===== src/rtl/lpgt_pkg.sv =====
// ----------------------------------------------------------------------------
// lpgt_pkg: shared types and constants for the linear probe group table
// Sizes, status codes, request/result structs and controller states.
// ----------------------------------------------------------------------------
package lpgt_pkg;

  localparam int LOG_CAPACITY = 10;
  localparam int KEY_WIDTH    = 64;
  localparam int NUM_BUCKETS  = 1 << LOG_CAPACITY;
  localparam int ROW_BITS     = 10;
  localparam int ROW_DEPTH    = 1 << ROW_BITS;
  localparam int LAP_BITS     = LOG_CAPACITY + 1;

  localparam logic [9:0] LIMIT_RESET = 10'd768;

  localparam logic [1:0] ST_MATCHED   = 2'd0;
  localparam logic [1:0] ST_INSERTED  = 2'd1;
  localparam logic [1:0] ST_NOT_FOUND = 2'd2;
  localparam logic [1:0] ST_FULL      = 2'd3;

  localparam logic REG_ENTRY_LIMIT = 1'b0;

  typedef struct packed {
    logic [63:0] hash_value;
    logic [63:0] group_key;
    logic        create_allowed;
  } request_t;

  typedef struct packed {
    logic [1:0] status;
    logic [9:0] row_index;
    logic [9:0] group_count;
  } result_t;

  typedef enum logic [2:0] {
    S_CLEAR,
    S_IDLE,
    S_BUCKET,
    S_KEY,
    S_CHECK,
    S_DONE
  } state_t;

  // controller -> datapath
  typedef struct packed {
    logic clear;      // zero one valid mark per cycle after reset
    logic load;       // capture request, set first bucket
    logic rd_bucket;  // read bucket memories at probe index
    logic rd_key;     // read key store at bucket row
    logic advance;    // step to next bucket
    logic insert;     // write new group
    logic finish;     // drive result
    logic [1:0] status;
  } dp_cmd_t;

  // datapath -> controller
  typedef struct packed {
    logic clear_done; // last valid mark being cleared
    logic empty;      // current bucket not valid
    logic hash_eq;
    logic key_eq;
    logic lap_done;   // whole table probed
    logic at_limit;
    logic create;
  } dp_stat_t;

endpackage


===== src/rtl/lpgt_ctrl.sv =====
// ----------------------------------------------------------------------------
// lpgt_ctrl: probe sequencer
// Clears the valid marks after reset, then steps each request through
// bucket read, key read and decision.
// ----------------------------------------------------------------------------
module lpgt_ctrl (
  input  logic               clk,
  input  logic               rst,
  input  logic               start,
  output logic               busy,
  input  lpgt_pkg::dp_stat_t stat,
  output lpgt_pkg::dp_cmd_t  cmd
);

  lpgt_pkg::state_t state, state_next;

  always_ff @(posedge clk) begin
    if (rst) begin
      state <= lpgt_pkg::S_CLEAR;
    end else begin
      state <= state_next;
    end
  end

  always_comb begin
    state_next = state;
    case (state)
      lpgt_pkg::S_CLEAR:  if (stat.clear_done) state_next = lpgt_pkg::S_IDLE;
      lpgt_pkg::S_IDLE:   if (start) state_next = lpgt_pkg::S_BUCKET;
      lpgt_pkg::S_BUCKET: state_next = lpgt_pkg::S_KEY;
      lpgt_pkg::S_KEY:    state_next = lpgt_pkg::S_CHECK;
      lpgt_pkg::S_CHECK: begin
        if (stat.lap_done || stat.empty || (stat.hash_eq && stat.key_eq))
          state_next = lpgt_pkg::S_DONE;
        else
          state_next = lpgt_pkg::S_BUCKET;
      end
      lpgt_pkg::S_DONE:   state_next = lpgt_pkg::S_IDLE;
      default:            state_next = lpgt_pkg::S_IDLE;
    endcase
  end

  always_comb begin
    cmd = '0;
    busy = 1'b1;
    case (state)
      lpgt_pkg::S_CLEAR:  cmd.clear = 1'b1;
      lpgt_pkg::S_IDLE: begin
        busy = 1'b0;
        cmd.load = start;
      end
      lpgt_pkg::S_BUCKET: cmd.rd_bucket = 1'b1;
      lpgt_pkg::S_KEY:    cmd.rd_key = 1'b1;
      lpgt_pkg::S_CHECK: begin
        if (stat.lap_done) begin
          cmd.finish = 1'b1;
          cmd.status = stat.create ? lpgt_pkg::ST_FULL : lpgt_pkg::ST_NOT_FOUND;
        end else if (stat.empty) begin
          cmd.finish = 1'b1;
          if (!stat.create) begin
            cmd.status = lpgt_pkg::ST_NOT_FOUND;
          end else if (stat.at_limit) begin
            cmd.status = lpgt_pkg::ST_FULL;
          end else begin
            cmd.status = lpgt_pkg::ST_INSERTED;
            cmd.insert = 1'b1;
          end
        end else if (stat.hash_eq && stat.key_eq) begin
          cmd.finish = 1'b1;
          cmd.status = lpgt_pkg::ST_MATCHED;
        end else begin
          cmd.advance = 1'b1;
        end
      end
      lpgt_pkg::S_DONE:   busy = 1'b1;
      default:            busy = 1'b1;
    endcase
  end

endmodule


===== config.mk =====
export PLATFORM = sky130hd
export DESIGN_NAME = lpgt_ctrl
export DESIGN_NICKNAME = d
export VERILOG_FILES = /design/src/rtl/lpgt_pkg.sv /design/src/rtl/lpgt_ctrl.sv
export SDC_FILE = /design/constraint.sdc
export NUM_CORES = 1
export LEC_CHECK = 0
export BUFFER_PORTS_ARGS = -buffer_cell sky130_fd_sc_hd__buf_4
export CAP_MARGIN = 20
export CELL_PAD_IN_SITES_DETAIL_PLACEMENT = 1
export CELL_PAD_IN_SITES_GLOBAL_PLACEMENT = 2
export CORE_MARGIN = 5
export CORE_UTILIZATION = 15
export DETAILED_ROUTE_END_ITERATION = 12
export HOLD_SLACK_MARGIN = 0.06
export PLACE_DENSITY_LB_ADDON = 0.2
export SKIP_LAST_GASP = 1
export SLEW_MARGIN = 0
export SYNTH_ARGS = -nofsm -noshare
export SYNTH_HDL_FRONTEND = slang
export SYNTH_SLANG_ARGS = --single-unit

===== constraint.sdc =====
create_clock -name clk -period 1.5 [get_ports clk]
set_input_delay 0.3 -clock clk [delete_from_list [all_inputs] [get_ports clk]]
set_output_delay 0.3 -clock clk [all_outputs]
set_load 0.03 [all_outputs]

======== Word-level counts from Yosys, hierarchy flattened ========
Cells that the tools add are included.
operators by class
  eq/ne operators ......................... 6
  multiplexer cells ....................... 22
  reductions and logical operators ........ 5
operator list
  cell                  count
  $mux W3               6
  $pmux W3 S5           1
  $mux W1               11
  $eq A3 B2 Y1 const B  2
  $mux W2               3
  $mux W5               1
  $ne A2 B2 Y1 const B  2
  $eq A3 B1 Y1 const B  1
  $eq A3 B3 Y1 const B  1
  $logic_not A3 Y1      1
  $logic_or A1 B1 Y1    2
  $reduce_and A2 Y1     1
  $logic_and A1 B1 Y1   1
word-level totals
  bits in registers ....................... 3
  bits of input ports ..................... 10
  word-level logic and storage cells ...... 34

======== Longest topological paths before layout ========
  depth after elaboration ................. 5
  depth in mapped cells ................... 3

======== Least setup slack after synthesis ========
OpenSTA, ideal clock, no wires.
  kind .................................... flip-flop to output port
  start ................................... register state[2]
  end ..................................... output cmd[3] in the netlist's numbering
  data arrival time ....................... 1.465 ns
  required time ........................... 1.200 ns
  setup slack ............................. -0.265 ns
  cell stages (with the launch flop) ...... 3
  cell sequence ........................... dfxtp_1 or3b_4 nor4b_2
RTL lines
  element                 RTL line         text
  from (decl)             lpgt_ctrl.sv:15  lpgt_pkg::state_t state, state_next;
  from (signal assigned)  lpgt_ctrl.sv:19  state <= lpgt_pkg::S_CLEAR;
  from (signal assigned)  lpgt_ctrl.sv:21  state <= state_next;
  to (decl)               lpgt_ctrl.sv:12  output lpgt_pkg::dp_cmd_t cmd

==> impl_metrics.py <==
metrics = {
    "drt": {
        "wl_per_cell_microns": 13.7,
        "vias_per_cell": 4.47,
        "drt_iter0_markers": 0,
        "drt_first_pass_iters": 1,
        "vias": 331,
        "drc": 0,
        "drt_wl_total_mm": 1.01,
        "ant_nets": 0,
    },
    "timing": {
        "drv_slew": 0,
        "slew-limit-headroom_pct": 78.5,
        "tns_ns": -0.790,
        "tightest_slew_ns": 0.319,
        "rsz0062_at_grt": "yes",
        "setup_viol": 5,
        "skew_ns": 0.000644,
        "hold_violations": 0,
        "period_needed_ns": 1.72,
        "worst_slack_ns": -0.216,
        "min_period_over_period_pct": 114,
        "max_freq_mhz": 583,
    },
    "floorplan": {
        "die_height_microns": 47.8,
        "initial_core_util_pct": 16.2,
        "die_x_microns": 47.8,
        "dieArea_sq_um": 2280,
        "pin_count": 20,
        "std_cell_rows": 13,
        "core_sq_um": 1320,
    },
    "synth": {
        "avgSynthCellArea_sq_um": 8.23,
        "synth_top_area_cell": "dfxtp_1",
        "synth_area_leaders": "dfxtp_1 28%, nor4b_2 7.0%, nor2b_4 6.4%, nor2_1 5.3%, or3b_4 5.3%",
        "post-synth-top-area-fraction_pct": 28.1,
        "ys_seq_elements": 3,
        "yosysSeqAreaShare_pct": 28.1,
        "synth_warnings": 0,
        "synthesis.area_sq_um": 214,
        "synthCells": 26,
        "synth_nets": 36,
        "ys_types": 19,
    },
    "clock_network": {
        "clk_pin_slew_ns": 0.03,
        "cts_sinks": 3,
        "clk_latency_ns": 0.23,
        "htree_levels": 1,
        "cts-root-buf": "clkbuf_4",
        "ctsHoldBuffers": 0,
        "cts.path.max_buffers": 2,
        "cts_inserted_buffers": 3,
        "cts_tree": "yes",
    },
    "setup_path": {
        "path_max_fanout": 3,
        "critical_path_arrival_ns": 1.42,
        "startpoint": "state[1]",
        "cpPeakStageDelay_ns": 0.43,
        "path_delay_family": "simple AND/OR/NAND/NOR gates",
        "r2r_slack_ns": 0.09,
        "worstPathRequired_ns": 1.20,
        "rr_startpoint": "state[1]",
        "cp-end-kind": "output pin",
        "worst-path-buf-inv": 1,
        "rr_worst_depth": 6,
        "crit_type": "flop to output pin",
        "start_kind": "flop",
        "critical_path_depth": 3,
        "crit_slowest_cell": "or3b_4",
        "r2r_end": "state[1]",
        "crit_path_end": "cmd[3]",
        "crit_chain": "or3b_4 > nor4b_4 > buf_6",
    },
    "power_and_ir_drop": {
        "power_frac_clock_pct": 36.9,
        "swShare_pct": 31.1,
        "internal-power_w": 0.000257,
        "vdd_drop_max_mv": 0.416,
        "power.density_nw_per_um2": 647,
        "comb_power_share_pct": 38.9,
        "p_switching_w": 0.000116,
        "power_frac_seq_pct": 24.2,
        "leakage_nw": 0.269,
    },
    "layout": {
        "diodes": 0,
        "largest_reg_flops": 3,
        "drive_above_1_share_pct": 74.6,
        "largest_register": "state",
        "utilization_pct": 43.7,
        "synthToLayoutAreaGrowth_pct": 169,
        "final_nets": 70,
        "final_cell_area_sq_um": 576,
        "reg_top3": "state (3)",
    },
    "placed_design": {
        "place_congestion": 0.672,
        "io_buffers": 19,
        "dpl_cell_area_sq_um": 437,
        "dp_hpwl_microns": 715,
    },
    "run_status": {
        "violations": "negative setup slack",
        "run_status": "complete, but fails checks",
    },
    "grt": {
        "antenna_found_initial": 0,
        "grt_usage_pct": 9.75,
        "grt_pass1_vias": 395,
        "grt_max_degree": 8,
        "gr-total-overflow": 0,
        "grt_pass1_wl_mm": 1.54,
    },
    "worst_hold_path": {
        "hold_class": "input pin to flop",
    },
    "job": {
        "maxCapViolations": 0,
    },
}
[cell usage after synthesis]
master and instances:
or3b_4 1, nand2_1 1, a211oi_1 1, nor3b_1 1, nor2_2 1, nor2b_4 1
o21a_1 1, o21ai_0 2, and3_1 1, a21oi_1 2, nor4b_2 1, or3_1 1
nor3_1 2, nor2_1 3, nand2b_1 1, o31a_1 1, and3b_1 1, inv_1 1
dfxtp_1 3
[what timing repair did]
action	CTS	global route
gates resized for setup	7	12
setup endpoints to repair	6	7
buffers inserted	4	2
pin swaps	4	4
[worst min-delay path by stage]
stage	from	cells after the start	slack [ns]	end
after floorplan	rst	1	0.37	state[0]
after global placement	rst	2	0.47	state[0]
after detailed placement	rst	2	0.47	state[0]
after CTS	rst	2	0.23	state[0]
after global routing	rst	2	0.24	state[0]
final	rst	2	0.24	state[0]
[worst register-to-register path: stages (launching register included)]
cell and delay (ns):
dfxtp_2 0.31, or3b_4 0.43, buf_12 0.15, nor2b_4 0.13, buf_4 0.12, buf_4 0.10, o31a_1 0.11
[per-layer routing]
layer,up-vias,share of wire [%],global-route usage [%]
met5,-,0,0
met4,0,0,4.84
met3,0,8.0,1.50
met2,14,59,20.3
met1,156,33,8.63
li1,161,-,-
[cell families after synthesis]
family	Yosys count	share of synthesized area [%]
AO/OA/AOI/OAI	7	20.5
AND/OR/NAND/NOR	15	49.7
flip-flops	3	28.1
buffers and inverters	1	1.75
[power groups by stage]
stage	Clock (W)	Sequential, W	Combinational (W)
2_1_floorplan	0	0.0000947	0.0000567
3_3_place_gp	0	0.0000906	0.000120
3_5_place_dp	0	0.0000909	0.000123
4_1_cts	0.000142	0.0000898	0.000133
5_1_grt	0.000149	0.0000911	0.000155
6_report	0.000137	0.0000902	0.000145
[cell type report]
class / instances / area [sq um]
Fill cell: 160 / 742
Multi-Input combinational cell: 22 / 203
Clock buffer: 4 / 26.3
Sequential cell: 3 / 63.8
Timing Repair Buffer: 29 / 260
Inverter: 1 / 3.75
Tap cell: 15 / 18.8
[through the flow]
stage / total power [W] / hold WS, ns / cells / setup slack (ns)
after floorplan: 0.000151 / 0.372 / 26 / -0.0740
after global placement: 0.000210 / 0.471 / 65 / 0.0153
after detailed placement: 0.000214 / 0.472 / 65 / -0.0146
after CTS: 0.000365 / 0.228 / 73 / -0.230
after global routing: 0.000395 / 0.243 / 74 / -0.278
final: 0.000373 / 0.235 / 74 / -0.216
[layout by cell type (no fill, tap or decap), types with 2 or more instances in the layout]
| cell type | netlist | final |
|---|---|---|
| clkbuf_4 | 0 | 3 |
| buf_6 | 0 | 8 |
| o21ai_0 | 2 | 2 |
| dfxtp_2 | 0 | 3 |
| nor3_1 | 2 | 2 |
| buf_4 | 0 | 20 |
| nor2_4 | 0 | 4 |
| a21oi_1 | 2 | 2 |
Note: power is estimated with default switching activity, not from simulation.
